==> src/rtl/calendar_date_time_to_ticks_unit_assert.svh <==
// assertion macros used by the date and time conversion rtl
`ifndef CALENDAR_DATE_TIME_TO_TICKS_UNIT_ASSERT_SVH
`define CALENDAR_DATE_TIME_TO_TICKS_UNIT_ASSERT_SVH

// same-cycle implication, checked out of reset
`define CDTT_ASSERT_NOW(lbl, ante, cons, msg) \
  lbl: assert property (@(posedge clk) disable iff (!rst_n) (ante) |-> (cons)) \
    else $error(msg);

// next-cycle implication, checked out of reset
`define CDTT_ASSERT_NEXT(lbl, ante, cons, msg) \
  lbl: assert property (@(posedge clk) disable iff (!rst_n) (ante) |=> (cons)) \
    else $error(msg);

`endif

==> src/rtl/cdtt_pkg.sv <==
package cdtt_pkg;

  // field widths
  localparam int YEAR_W = 14;
  localparam int MON_W  = 4;
  localparam int DAY_W  = 5;
  localparam int HOUR_W = 5;
  localparam int MIN_W  = 6;
  localparam int SEC_W  = 6;
  localparam int MS_W   = 10;
  localparam int DN_W   = 22;
  localparam int DT_W   = 62;
  localparam int TT_W   = 41;
  localparam int DBM_W  = 9;
  localparam int Q100_W = 8;

  // word layout
  localparam int IN_DATA_W  = 56;
  localparam int OUT_DATA_W = 128;
  localparam int OUT_USER_W = 3;

  // calendar and clock constants
  localparam int TICKS_PER_MS  = 10000;
  localparam int MS_PER_SEC    = 1000;
  localparam int SEC_PER_MIN   = 60;
  localparam int MIN_PER_HOUR  = 60;
  localparam int HOUR_PER_DAY  = 24;
  localparam int MAX_YEAR      = 9999;
  localparam int MONTHS        = 12;
  localparam int DAYS_PER_YEAR = 365;
  localparam int MAX_DAY_NUMBER = 3652058;

  // divide by 100 as multiply by reciprocal, exact for any 14-bit value
  localparam int RECIP_100    = 5243;
  localparam int RECIP_SHIFT  = 19;
  localparam int RECIP_PROD_W = 27;

  localparam longint TICKS_SEC_L  = longint'(MS_PER_SEC) * longint'(TICKS_PER_MS);
  localparam longint TICKS_MIN_L  = TICKS_SEC_L * longint'(SEC_PER_MIN);
  localparam longint TICKS_HOUR_L = TICKS_MIN_L * longint'(MIN_PER_HOUR);
  localparam longint TICKS_DAY_L  = TICKS_HOUR_L * longint'(HOUR_PER_DAY);

  localparam logic [TT_W-1:0] TICKS_MS   = TT_W'(TICKS_PER_MS);
  localparam logic [TT_W-1:0] TICKS_SEC  = TT_W'(TICKS_SEC_L);
  localparam logic [TT_W-1:0] TICKS_MIN  = TT_W'(TICKS_MIN_L);
  localparam logic [TT_W-1:0] TICKS_HOUR = TT_W'(TICKS_HOUR_L);

  // ticks per day split into a 32-bit low part and a narrow high part
  localparam int DAY_LO_W = 32;
  localparam int DAY_HI_W = 8;
  localparam logic [DAY_LO_W-1:0] TICKS_DAY_LO = DAY_LO_W'(TICKS_DAY_L);
  localparam logic [DAY_HI_W-1:0] TICKS_DAY_HI = DAY_HI_W'(TICKS_DAY_L >>> DAY_LO_W);

  // days in the year up to the end of a month, month 0 stands for no days
  function automatic logic [DBM_W-1:0] days_before(input logic leap_yr,
                                                   input logic [MON_W-1:0] mon);
    logic [DBM_W-1:0] d;
    case (mon)
      4'd0:    d = 9'd0;
      4'd1:    d = 9'd31;
      4'd2:    d = leap_yr ? 9'd60  : 9'd59;
      4'd3:    d = leap_yr ? 9'd91  : 9'd90;
      4'd4:    d = leap_yr ? 9'd121 : 9'd120;
      4'd5:    d = leap_yr ? 9'd152 : 9'd151;
      4'd6:    d = leap_yr ? 9'd182 : 9'd181;
      4'd7:    d = leap_yr ? 9'd213 : 9'd212;
      4'd8:    d = leap_yr ? 9'd244 : 9'd243;
      4'd9:    d = leap_yr ? 9'd274 : 9'd273;
      4'd10:   d = leap_yr ? 9'd305 : 9'd304;
      4'd11:   d = leap_yr ? 9'd335 : 9'd334;
      4'd12:   d = leap_yr ? 9'd366 : 9'd365;
      default: d = 9'd0;
    endcase
    return d;
  endfunction

endpackage

==> src/rtl/calendar_date_time_to_ticks_unit.sv <==
// Gregorian date and time of day to tick counts (one tick = 1/10000 ms).
// Input channel in_*: one word per timestamp, fields in in_tdata.
// Result channel out_*: one word per input word, in the same order, with
// day count, date ticks and time ticks in out_tdata and the date valid,
// time valid and leap year flags in out_tuser.
// From input accept to out_tvalid a word passes five registered stages: input
// multiply, calendar checks and year terms, day count sum, the two partial
// products of the date tick multiply, and the final add into the output register.
// Throughput is one word per cycle while out_tready is high; each stage has
// its own valid bit and loads whenever the stage after it is empty or moving,
// so bubbles close up while the receiver stalls.
// When out_tready is low the output word holds; in_tready drops only once
// all five stages hold words.
// Reset clears every valid bit; the pipeline is empty and ready in the
// first cycle after rst_n rises. No state is kept between words.
`include "calendar_date_time_to_ticks_unit_assert.svh"

module calendar_date_time_to_ticks_unit (
  input  logic                                clk,
  input  logic                                rst_n,
  input  logic                                in_tvalid,
  output logic                                in_tready,
  // year[13:0] month[17:14] day_of_month[22:18] hour[27:23] minute[33:28]
  // second[39:34] milli[49:40], zero fill above
  input  logic [cdtt_pkg::IN_DATA_W-1:0]      in_tdata,
  output logic                                out_tvalid,
  input  logic                                out_tready,
  // day_number[21:0] date_ticks[83:22] time_ticks[124:84], zero fill above
  output logic [cdtt_pkg::OUT_DATA_W-1:0]     out_tdata,
  // date_ok[0] time_ok[1] leap[2]
  output logic [cdtt_pkg::OUT_USER_W-1:0]     out_tuser
);

  // unpacked input fields
  logic [cdtt_pkg::YEAR_W-1:0] in_year;
  logic [cdtt_pkg::MON_W-1:0]  in_month;
  logic [cdtt_pkg::DAY_W-1:0]  in_day;
  logic [cdtt_pkg::HOUR_W-1:0] in_hour;
  logic [cdtt_pkg::MIN_W-1:0]  in_minute;
  logic [cdtt_pkg::SEC_W-1:0]  in_second;
  logic [cdtt_pkg::MS_W-1:0]   in_milli;

  assign in_year   = in_tdata[13:0];
  assign in_month  = in_tdata[17:14];
  assign in_day    = in_tdata[22:18];
  assign in_hour   = in_tdata[27:23];
  assign in_minute = in_tdata[33:28];
  assign in_second = in_tdata[39:34];
  assign in_milli  = in_tdata[49:40];

  // stage valids and load enables
  logic s1_vld_r, s2_vld_r, s3_vld_r, s4_vld_r, s5_vld_r;
  logic en1, en2, en3, en4, en5;

  assign en5 = !s5_vld_r || out_tready;
  assign en4 = !s4_vld_r || en5;
  assign en3 = !s3_vld_r || en4;
  assign en2 = !s2_vld_r || en3;
  assign en1 = !s1_vld_r || en2;
  assign in_tready = en1;

  always_ff @(posedge clk) begin
    if (!rst_n) begin
      s1_vld_r <= 1'b0;
      s2_vld_r <= 1'b0;
      s3_vld_r <= 1'b0;
      s4_vld_r <= 1'b0;
      s5_vld_r <= 1'b0;
    end else begin
      if (en1) s1_vld_r <= in_tvalid;
      if (en2) s2_vld_r <= s1_vld_r;
      if (en3) s3_vld_r <= s2_vld_r;
      if (en4) s4_vld_r <= s3_vld_r;
      if (en5) s5_vld_r <= s4_vld_r;
    end
  end

  // stage 1: year quotients by 100, time checks and time partial products
  logic [cdtt_pkg::YEAR_W-1:0]       y1_nxt;
  logic [cdtt_pkg::RECIP_PROD_W-1:0] y1_prod, yr_prod;
  logic                              time_ok_nxt;
  logic [cdtt_pkg::TT_W-1:0]         th_nxt, tm_nxt, ts_nxt, tms_nxt;

  assign y1_nxt  = in_year - cdtt_pkg::YEAR_W'(1);
  assign y1_prod = cdtt_pkg::RECIP_PROD_W'(y1_nxt) *
                   cdtt_pkg::RECIP_PROD_W'(cdtt_pkg::RECIP_100);
  assign yr_prod = cdtt_pkg::RECIP_PROD_W'(in_year) *
                   cdtt_pkg::RECIP_PROD_W'(cdtt_pkg::RECIP_100);

  assign time_ok_nxt = (in_hour < cdtt_pkg::HOUR_W'(cdtt_pkg::HOUR_PER_DAY)) &&
                       (in_minute < cdtt_pkg::MIN_W'(cdtt_pkg::MIN_PER_HOUR)) &&
                       (in_second < cdtt_pkg::SEC_W'(cdtt_pkg::SEC_PER_MIN)) &&
                       (in_milli < cdtt_pkg::MS_W'(cdtt_pkg::MS_PER_SEC));
  assign th_nxt  = cdtt_pkg::TT_W'(in_hour) * cdtt_pkg::TICKS_HOUR;
  assign tm_nxt  = cdtt_pkg::TT_W'(in_minute) * cdtt_pkg::TICKS_MIN;
  assign ts_nxt  = cdtt_pkg::TT_W'(in_second) * cdtt_pkg::TICKS_SEC;
  assign tms_nxt = cdtt_pkg::TT_W'(in_milli) * cdtt_pkg::TICKS_MS;

  logic [cdtt_pkg::YEAR_W-1:0] s1_year_r, s1_y1_r;
  logic [cdtt_pkg::Q100_W-1:0] s1_qy_r, s1_q1_r;
  logic [cdtt_pkg::MON_W-1:0]  s1_month_r;
  logic [cdtt_pkg::DAY_W-1:0]  s1_day_r;
  logic                        s1_time_ok_r;
  logic [cdtt_pkg::TT_W-1:0]   s1_th_r, s1_tm_r, s1_ts_r, s1_tms_r;

  always_ff @(posedge clk) begin
    if (en1) begin
      s1_year_r    <= in_year;
      s1_y1_r      <= y1_nxt;
      s1_qy_r      <= yr_prod[cdtt_pkg::RECIP_PROD_W-1:cdtt_pkg::RECIP_SHIFT];
      s1_q1_r      <= y1_prod[cdtt_pkg::RECIP_PROD_W-1:cdtt_pkg::RECIP_SHIFT];
      s1_month_r   <= in_month;
      s1_day_r     <= in_day;
      s1_time_ok_r <= time_ok_nxt;
      s1_th_r      <= th_nxt;
      s1_tm_r      <= tm_nxt;
      s1_ts_r      <= ts_nxt;
      s1_tms_r     <= tms_nxt;
    end
  end

  // stage 2: leap rule, month table, date check, year terms, time sum
  logic                         year_ok, month_ok, day_ok, leap_nxt, date_ok_nxt;
  logic [cdtt_pkg::YEAR_W-1:0]  rem100;
  logic [cdtt_pkg::DBM_W-1:0]   dbm_pre, dbm_end;
  logic [cdtt_pkg::DBM_W:0]     day_end;
  logic [cdtt_pkg::DN_W-1:0]    yd_nxt, corr_nxt;
  logic [cdtt_pkg::DBM_W-1:0]   mday_nxt;
  logic [cdtt_pkg::TT_W-1:0]    tt_nxt;

  assign year_ok = (s1_year_r != '0) &&
                   (s1_year_r <= cdtt_pkg::YEAR_W'(cdtt_pkg::MAX_YEAR));
  assign rem100  = s1_year_r - cdtt_pkg::YEAR_W'(s1_qy_r) * cdtt_pkg::YEAR_W'(100);
  // an out-of-range year is never treated as leap
  assign leap_nxt = year_ok && (s1_year_r[1:0] == 2'b00) &&
                    ((rem100 != '0) || (s1_qy_r[1:0] == 2'b00));
  assign month_ok = (s1_month_r != '0) &&
                    (s1_month_r <= cdtt_pkg::MON_W'(cdtt_pkg::MONTHS));
  assign dbm_pre  = cdtt_pkg::days_before(leap_nxt, s1_month_r - cdtt_pkg::MON_W'(1));
  assign dbm_end  = cdtt_pkg::days_before(leap_nxt, s1_month_r);
  assign day_end  = {1'b0, dbm_pre} + (cdtt_pkg::DBM_W + 1)'(s1_day_r);
  assign day_ok   = (s1_day_r != '0) && (day_end <= {1'b0, dbm_end});
  assign date_ok_nxt = year_ok && month_ok && day_ok;

  assign yd_nxt   = cdtt_pkg::DN_W'(s1_y1_r) * cdtt_pkg::DN_W'(cdtt_pkg::DAYS_PER_YEAR);
  assign corr_nxt = cdtt_pkg::DN_W'(s1_y1_r >> 2) - cdtt_pkg::DN_W'(s1_q1_r) +
                    cdtt_pkg::DN_W'(s1_q1_r >> 2);
  assign mday_nxt = dbm_pre + cdtt_pkg::DBM_W'(s1_day_r) - cdtt_pkg::DBM_W'(1);

  assign tt_nxt = s1_time_ok_r ? (s1_th_r + s1_tm_r + s1_ts_r + s1_tms_r) : '1;

  logic                       s2_date_ok_r, s2_time_ok_r, s2_leap_r;
  logic [cdtt_pkg::DN_W-1:0]  s2_yd_r, s2_corr_r;
  logic [cdtt_pkg::DBM_W-1:0] s2_mday_r;
  logic [cdtt_pkg::TT_W-1:0]  s2_tt_r;

  always_ff @(posedge clk) begin
    if (en2) begin
      s2_date_ok_r <= date_ok_nxt;
      s2_time_ok_r <= s1_time_ok_r;
      s2_leap_r    <= leap_nxt;
      s2_yd_r      <= yd_nxt;
      s2_corr_r    <= corr_nxt;
      s2_mday_r    <= mday_nxt;
      s2_tt_r      <= tt_nxt;
    end
  end

  // stage 3: day count, zero for a bad date
  logic [cdtt_pkg::DN_W-1:0] dn_nxt;

  assign dn_nxt = s2_date_ok_r ?
                  (s2_yd_r + s2_corr_r + cdtt_pkg::DN_W'(s2_mday_r)) : '0;

  logic                      s3_date_ok_r, s3_time_ok_r, s3_leap_r;
  logic [cdtt_pkg::DN_W-1:0] s3_dn_r;
  logic [cdtt_pkg::TT_W-1:0] s3_tt_r;

  always_ff @(posedge clk) begin
    if (en3) begin
      s3_date_ok_r <= s2_date_ok_r;
      s3_time_ok_r <= s2_time_ok_r;
      s3_leap_r    <= s2_leap_r;
      s3_dn_r      <= dn_nxt;
      s3_tt_r      <= s2_tt_r;
    end
  end

  // stage 4: partial products of day count times ticks per day
  localparam int PP_LO_W = cdtt_pkg::DN_W + cdtt_pkg::DAY_LO_W;
  localparam int PP_HI_W = cdtt_pkg::DN_W + cdtt_pkg::DAY_HI_W;

  logic [PP_LO_W-1:0] pp_lo_nxt;
  logic [PP_HI_W-1:0] pp_hi_nxt;

  assign pp_lo_nxt = PP_LO_W'(s3_dn_r) * PP_LO_W'(cdtt_pkg::TICKS_DAY_LO);
  assign pp_hi_nxt = PP_HI_W'(s3_dn_r) * PP_HI_W'(cdtt_pkg::TICKS_DAY_HI);

  logic                      s4_date_ok_r, s4_time_ok_r, s4_leap_r;
  logic [cdtt_pkg::DN_W-1:0] s4_dn_r;
  logic [cdtt_pkg::TT_W-1:0] s4_tt_r;
  logic [PP_LO_W-1:0]        s4_pp_lo_r;
  logic [PP_HI_W-1:0]        s4_pp_hi_r;

  always_ff @(posedge clk) begin
    if (en4) begin
      s4_date_ok_r <= s3_date_ok_r;
      s4_time_ok_r <= s3_time_ok_r;
      s4_leap_r    <= s3_leap_r;
      s4_dn_r      <= s3_dn_r;
      s4_tt_r      <= s3_tt_r;
      s4_pp_lo_r   <= pp_lo_nxt;
      s4_pp_hi_r   <= pp_hi_nxt;
    end
  end

  // stage 5: combine partial products into the output register
  logic [cdtt_pkg::DT_W-1:0] dt_nxt;

  assign dt_nxt = cdtt_pkg::DT_W'(s4_pp_lo_r) +
                  (cdtt_pkg::DT_W'(s4_pp_hi_r) << cdtt_pkg::DAY_LO_W);

  logic                      s5_date_ok_r, s5_time_ok_r, s5_leap_r;
  logic [cdtt_pkg::DN_W-1:0] s5_dn_r;
  logic [cdtt_pkg::DT_W-1:0] s5_dt_r;
  logic [cdtt_pkg::TT_W-1:0] s5_tt_r;

  always_ff @(posedge clk) begin
    if (en5) begin
      s5_date_ok_r <= s4_date_ok_r;
      s5_time_ok_r <= s4_time_ok_r;
      s5_leap_r    <= s4_leap_r;
      s5_dn_r      <= s4_dn_r;
      s5_dt_r      <= dt_nxt;
      s5_tt_r      <= s4_tt_r;
    end
  end

  // output word
  assign out_tvalid = s5_vld_r;
  assign out_tdata  = {
    (cdtt_pkg::OUT_DATA_W - cdtt_pkg::DN_W - cdtt_pkg::DT_W - cdtt_pkg::TT_W)'(0),
    s5_tt_r, s5_dt_r, s5_dn_r};
  assign out_tuser  = {s5_leap_r, s5_time_ok_r, s5_date_ok_r};

  // checks
  `CDTT_ASSERT_NOW(a_bad_date_zero, out_tvalid && !out_tuser[0], out_tdata[83:0] == '0, "bad date with nonzero count")
  `CDTT_ASSERT_NOW(a_bad_time_ones, out_tvalid && !out_tuser[1], out_tdata[124:84] == '1, "bad time not all ones")
  `CDTT_ASSERT_NOW(a_day_in_range, out_tvalid && out_tuser[0], out_tdata[21:0] <= cdtt_pkg::DN_W'(cdtt_pkg::MAX_DAY_NUMBER), "day count out of range")
  `CDTT_ASSERT_NOW(a_full_when_blocked, !in_tready, s1_vld_r && s2_vld_r && s3_vld_r && s4_vld_r && s5_vld_r, "input blocked with a bubble")
  `CDTT_ASSERT_NEXT(a_out_holds, out_tvalid && !out_tready, out_tvalid && $stable(s5_dn_r) && $stable(s5_tt_r), "stalled word changed")

endmodule
==> config.mk <==
export PLATFORM = sky130hd
export DESIGN_NAME = calendar_date_time_to_ticks_unit
export DESIGN_NICKNAME = d
export VERILOG_FILES = /design/src/rtl/cdtt_pkg.sv /design/src/rtl/calendar_date_time_to_ticks_unit.sv
export VERILOG_INCLUDE_DIRS = /design/src /design/src/rtl
export SDC_FILE = /design/constraint.sdc
export NUM_CORES = 2
export LEC_CHECK = 0
export BUFFER_PORTS_ARGS = -buffer_cell sky130_fd_sc_hd__buf_2
export CAP_MARGIN = 0
export CORE_MARGIN = 2
export CORE_UTILIZATION = 55
export CTS_CLUSTER_SIZE = 28
export DETAILED_ROUTE_END_ITERATION = 10
export GPL_TIMING_DRIVEN = 0
export PLACE_DENSITY_LB_ADDON = 0.12
export SETUP_SLACK_MARGIN = 0.5
export SLEW_MARGIN = 40
export SYNTH_ARGS = -nofsm -noshare
export SYNTH_HDL_FRONTEND = slang
export SYNTH_SLANG_ARGS = --single-unit
==> constraint.sdc <==
create_clock -name clk -period 9.7 [get_ports clk]
set_input_delay 0.97 -clock clk [delete_from_list [all_inputs] [get_ports clk]]
set_output_delay 0.97 -clock clk [all_outputs]
set_load 0.05 [all_outputs]
Word-level counts from Yosys, hierarchy flattened:

Index checks and enable logic that the tools add are counted.

* bits in registers: 584

* equal/unequal tests: 24
* $mul: 10
* reduce and logical (&&, ||, !) cells: 27
* multiplexer cells: 13
* $lt $le $gt $ge: 7
* add/subtract/negate cells: 14

Operator list (count)
* one-hot mux 9 bit (12 select lines): 2
* adder 52 x 62 -> 62 bit: 1
* multiplier 14 x 13 -> 27 bit, second input constant: 2
* adder 41 x 24 -> 41 bit: 1
* adder 41 x 30 -> 41 bit: 1
* adder 41 x 36 -> 41 bit: 1
* == test 4 bit, second input constant: 10
* multiplier 22 x 16 -> 38 bit, second input constant: 1
* == test 4 x 3 -> 1 bit, second input constant: 8
* multiplier 22 x 8 -> 30 bit, second input constant: 1
* multiplier 5 x 25 -> 30 bit, second input constant: 1
* nonzero test 14 bit: 2
* multiplier 6 x 21 -> 27 bit, second input constant: 1
* multiplier 6 x 17 -> 23 bit, second input constant: 1
* adder 22 bit: 1
* adder 22 x 9 -> 22 bit: 1
* multiplier 14 x 9 -> 22 bit, second input constant: 1
* multiplier 10 x 10 -> 20 bit, second input constant: 1
* == test 4 x 2 -> 1 bit, second input constant: 4
* adder 13 x 7 -> 14 bit: 1
* <= comparator 14 bit, second input constant: 1
* subtractor 14 x 1 -> 14 bit, second input constant: 1
* subtractor 14 bit: 1
* subtractor 12 x 8 -> 13 bit: 1
* 21 further kinds: 49

Longest topological paths before layout:

* depth after elaboration: 11
* depth in mapped cells: 39
* gate-level depth less buffers: 38

Worst setup path after synthesis:

No wires, ideal clock.

* kind: input to register
* start point: input in_tdata[1] in the netlist's numbering
* end point: register s1_q1_r[6] in the netlist's numbering, data pin
* arrival: 7228 ps
* slack: 2210 ps
* stages: 24
* cells stage by stage: inv_1 > ha_1 > a21boi_0 > o21ai_0 > a21boi_0 > nand3_1 > xnor2_1 > ha_1 > fa_1 > inv_1 > fa_1 > inv_1 > fa_1 > fa_1 > ha_1 > o21a_1 > o21ai_0 > or4_1 > a31oi_1 > a221o_1 > a41o_1 > nor2_1 > o21bai_1 > xor2_1

* longest elaborated chain between the ends: 2

RTL lines
* from (decl): RTL line calendar_date_time_to_ticks_unit.sv:25 `input logic [cdtt_pkg::IN_DATA_W-1:0] in_tdata,`
* subtractor 14 x 1 -> 14 bit: RTL line calendar_date_time_to_ticks_unit.sv:84 `assign y1_nxt = in_year - cdtt_pkg::YEAR_W'(1);`
* net y1_nxt (one bit): RTL line calendar_date_time_to_ticks_unit.sv:79 `logic [cdtt_pkg::YEAR_W-1:0] y1_nxt;`
* multiplier 14 x 13 -> 27 bit: RTL line calendar_date_time_to_ticks_unit.sv:85 `assign y1_prod = cdtt_pkg::RECIP_PROD_W'(y1_nxt) *`
* net y1_prod (one bit): RTL line calendar_date_time_to_ticks_unit.sv:80 `logic [cdtt_pkg::RECIP_PROD_W-1:0] y1_prod, yr_prod;`
* to (signal assigned): RTL line calendar_date_time_to_ticks_unit.sv:111 `s1_q1_r <= y1_prod[cdtt_pkg::RECIP_PROD_W-1:cdtt_pkg::RECIP_SHIFT];`
* to (decl): RTL line calendar_date_time_to_ticks_unit.sv:100 `logic [cdtt_pkg::Q100_W-1:0] s1_qy_r, s1_q1_r;`

The timed path passes the listed nets, and every way through them passes these cells.
A chain may end at the register's enable or synchronous reset.

Worst setup path in the final report:

* start point: input in_tdata[2] in the netlist's numbering
* end point: register s1_q1_r[6] in the netlist's numbering, data pin

The elaborated chain is that of the path after synthesis.

==> impl_metrics.sql <==
INSERT INTO impl_metrics (metric_group, metric, value, unit) VALUES
('run_status', 'outcome', 'finished clean', ''),
('clock_tree', 'clock_tree.root_cell', 'sky130_fd_sc_hd__clkbuf_16', ''),
('route', 'post_drt_via_cell_ratio', '5.24', ''),
('grt', 'first_pass_grt_wire_length', '158', 'mm'),
('hold_path', 'hold_path_class', 'reg2reg', ''),
('route', 'antenna_violating_nets_post_route', '0', ''),
('placed_design', 'post-dp-hpwl', '81.1', 'mm'),
('sta', 'timing_worst_slew_pin_value', '786', 'ps'),
('setup_path', 'critical_path_peak_fanout', '9', ''),
('clock_tree', 'clock_latency', '650', 'ps'),
('setup_path', 'reg2reg_depth', '36', ''),
('sta', 'grt_setup_unrepaired', 'false', ''),
('synth', 'synth-warning-count', '0', ''),
('setup_path', 'path_class', 'in2reg', ''),
('sta', 'final_min_period_over_clock_period', '0.827', ''),
('clock_tree', 'tritoncts_clock_tree', 'done', ''),
('setup_path', 'required', '10080', 'ps'),
('clock_tree', 'cts-resized-gates', '0', ''),
('sta', 'finalHoldWorstSlack', '414', 'ps'),
('synth', 'synth_flop_cell', 'sky130_fd_sc_hd__edfxtp_1', ''),
('sta', 'clock_skews', '33.0', 'ps'),
('die', 'design.die.area', '91300', 'um2'),
('route', 'dr.first_iter.drc_count', '1220', ''),
('die', 'floorplan.initialDensity', '0.554', ''),
('synth', 'syn_area', '48900', 'um2'),
('route', 'vias', '30100', ''),
('route', 'postRouteWirelength', '97.2', 'mm'),
('grt', 'grt-ovfl-total', '0', ''),
('placed_design', 'place.gp.congestion', '0.933', ''),
('cells_and_area', 'proportion_of_layout_cells_with_a_drive_suffix_above_1', '0.0722', ''),
('clock_tree', 'clock_tree.htree_level_count', '2', ''),
('grt', 'grt_use_total', '0.219', ''),
('sta', 'fin_tns_setup', '0', 'ps'),
('die', 'row_count', '109', ''),
('synth', 'number_of_synthesized_flops_with_an_enable_pin', '540', ''),
('synth', 'ys_seq_area_frac', '0.334', ''),
('route', 'wl_per_cell', '16.9', 'um'),
('clock_tree', 'cts_num_sinks', '545', ''),
('setup_path', 'crit_arrival', '8400', 'ps'),
('synth', 'postSynthCellCount', '4279', ''),
('cells_and_area', 'fin_nets', '5900', ''),
('setup_path', 'worst_path_most_repeated_cell', 'sky130_fd_sc_hd__fa_1', ''),
('sta', 'hold_viol_final', '0', ''),
('grt', 'grt_start_max_net_pins', '71', ''),
('hold_path', 'min_path_cells', '0', ''),
('sta', 'finalSetupViolations', '0', ''),
('sta', 'timing.final.max_slew_violations', '0', ''),
('synth', 'syn-mean-instance-area', '11.4', 'um2'),
('clock_tree', 'number_of_buffers_inserted_during_clock_tree_synthesis', '59', ''),
('cells_and_area', 'number_of_antenna_repair_diodes', '0', ''),
('sta', 'period_minus_slack', '8020', 'ps'),
('clock_tree', 'cts_hold_buffers', '0', ''),
('die', 'fp.dieH', '302', 'um'),
('setup_path', 'rr_endpoint', 's2_date_ok_r$_DFFE_PP_', ''),
('synth', 'async_flop_share', '0', ''),
('sta', 'slew-limit-headroom', '0.472', ''),
('synth', 'netlist-cell-type-count', '82', ''),
('grt', 'number_of_global_route_vias_before_repair', '30700', ''),
('grt', 'antenna_found_initial', '4', ''),
('clock_tree', 'clk_pin_slew', '60', 'ps'),
('hold_path', 'hold_path_startpoint', 's4_dn_r[21]$_DFFE_PP_', ''),
('setup_path', 'worst_r2r_startpoint', 's1_qy_r[2]$_DFFE_PP_', ''),
('route', 'first_pass_drt_iterations', '5', ''),
('job', 'maxCapViolations', '0', ''),
('setup_path', 'crit_path_largest_cell_delay', '600', 'ps'),
('setup_path', 'worstSetupStartpointType', 'input port', ''),
('die', 'dieWidth', '302', 'um'),
('setup_path', 'r2r_setup_slack', '1700', 'ps'),
('die', 'ios', '193', ''),
('clock_tree', 'cts.path.max_buffers', '3', ''),
('hold_path', 'worst_hold_endpoint', 's5_dn_r[21]$_DFFE_PP_', ''),
('route', 'remaining_drc_errors', '0', ''),
('synth', 'number_of_storage_elements_in_the_synthesis_netlist', '545', ''),
('clock_tree', 'postCtsSetupBuffers', '0', ''),
('setup_path', 'crit_slowest_cell', 'sky130_fd_sc_hd__xnor2_2', ''),
('sta', 'maxClockFrequency', '0.125', 'GHz'),
('die', 'core_box_area', '88200', 'um2'),
('cells_and_area', 'areaGrowthSynthToFinish', '9.43', '%'),
('setup_path', 'cp-end-kind', 'flip-flop', ''),
('placed_design', 'port_buffers', '169', '');
==> synth_stat cells, types with 6 or more instances <==
library cell                instances  area, um2
sky130_fd_sc_hd__a211o_1            9       78.8
sky130_fd_sc_hd__a211oi_1          21        158
sky130_fd_sc_hd__a21boi_0           6       45.0
sky130_fd_sc_hd__a21boi_1          10       75.1
sky130_fd_sc_hd__a21o_1            77        578
sky130_fd_sc_hd__a21oi_1          179        896
sky130_fd_sc_hd__a221o_1            6       60.1
sky130_fd_sc_hd__a31o_2             6       52.6
sky130_fd_sc_hd__a31oi_1           20        125
sky130_fd_sc_hd__and2_1            23        144
sky130_fd_sc_hd__and3_1            27        169
sky130_fd_sc_hd__and4_1             7       61.3
sky130_fd_sc_hd__buf_4             24        180
sky130_fd_sc_hd__clkbuf_1          19       71.3
sky130_fd_sc_hd__edfxtp_1         540      16200
sky130_fd_sc_hd__fa_1             421       8430
sky130_fd_sc_hd__ha_1             883      11000
sky130_fd_sc_hd__inv_1            819       3070
sky130_fd_sc_hd__mux2i_1            7       70.1
sky130_fd_sc_hd__nand2_1          163        612
sky130_fd_sc_hd__nand2b_1          33        206
sky130_fd_sc_hd__nand3_1           61        305
sky130_fd_sc_hd__nand3b_1           7       52.6
sky130_fd_sc_hd__nand4_1           16        100
sky130_fd_sc_hd__nor2_1           176        661
sky130_fd_sc_hd__nor2b_1           36        225
sky130_fd_sc_hd__nor3_1            59        295
sky130_fd_sc_hd__nor3b_1            9       67.6
sky130_fd_sc_hd__nor4_1             9       56.3
sky130_fd_sc_hd__o2111ai_1          8       70.1
sky130_fd_sc_hd__o211ai_1          15        113
sky130_fd_sc_hd__o21a_1            36        270
sky130_fd_sc_hd__o21ai_0           72        360
sky130_fd_sc_hd__o21ai_1           39        195
sky130_fd_sc_hd__o21bai_1          33        248
sky130_fd_sc_hd__o31ai_1            9       67.6
sky130_fd_sc_hd__o41ai_1           12        105
sky130_fd_sc_hd__or2_2              8       50.1
sky130_fd_sc_hd__or3_1             23        144
sky130_fd_sc_hd__xnor2_1          195       1710
sky130_fd_sc_hd__xor2_1            80        701
==> sequential cells by signal, indices dropped and copies added, names as in the netlist, 23 cells and up <==
name,cells
s4_pp_lo_r,37
s3_tt_r,38
s5_dt_r,47
s4_tt_r,38
s5_tt_r,38
s4_pp_hi_r,27
s1_ts_r,23
s2_tt_r,38
s1_th_r,30
s1_tm_r,27
==> area by class of cell <==
cell class	instances	area, um2
plain buffers	48	272
clock buffers	74	1560
clock inverters	35	347
fillers	7296	34800
inverters	821	3090
multi-input cells	2881	29400
flip-flops and latches	545	16300
well taps	1165	1460
repair buffers	180	1080
==> metal layers <==
layer	track usage	vias up	share of wire
li1	-	15100	-
met1	0.297	14500	0.46
met2	0.378	386	0.49
met3	0.0241	136	0.031
met4	0.0554	4	0.024
met5	0	-	0.00022
==> stage by stage <==
stage / utilization / cells / area (um2) / setup WS, ps
finish: 0.606 / 5749 / 53500 / 1680
global route: 0.606 / 5749 / 53500 / 1100
CTS: 0.606 / 5749 / 53500 / 1660
detailed placement: 0.584 / 5640 / 51600 / 998
global placement: 0.581 / 5629 / 51200 / 190
floorplan: - / 4295 / 48900 / 2210
==> cell usage in the layout, fill, tap and decap left out, drive strengths merged, types with 61 or more instances in the layout <==
cell type,synthesis,routed
a21o,77,77
a21oi,180,180
buf,29,209
clkbuf,19,93
edfxtp,540,540
fa,421,421
ha,883,883
inv,820,825
nand2,163,163
nand3,61,61
nor2,176,176
o21ai,111,111
xnor2,195,195
xor2,80,80
==> cells by family after synthesis <==
logic type / synth area share
AO/OA/AOI/OAI: 0.0824
buffers and inverters: 0.0686
adder cells (fa/ha/maj): 0.398
flip-flops: 0.334
multiplexers: 0.00143
AND/OR/NAND/NOR: 0.0659
other: 0.0000767
XOR/XNOR: 0.0493
==> how the worst max path moves through the flow <==
stage / from / end / slack, ps / cells past startpoint
floorplan: in_tdata[1] / s1_q1_r[6]$_DFFE_PP_ / 2210 / 24
CTS: in_tdata[2] / s1_q1_r[6]$_DFFE_PP_ / 1660 / 25
global placement: out_tready / in_tready / 190 / 5
detailed placement: in_tdata[2] / s1_q1_r[6]$_DFFE_PP_ / 1000 / 25
finish: in_tdata[2] / s1_q1_r[6]$_DFFE_PP_ / 1680 / 25
global route: s1_qy_r[2]$_DFFE_PP_ / s2_date_ok_r$_DFFE_PP_ / 1100 / 36
==> worst max-delay path, delay by kind of cell <==
kind                     cells  cell delay, ps
AO/OA/AOI/OAI                9            2370
XOR/XNOR                     2             680
adder cells (fa/ha/maj)      7            2900
buffers and inverters        4             600
AND/OR/NAND/NOR              3             860
Power is not shown: default switching activity piles up to over one toggle a cycle in this logic, so the estimate is an artifact.
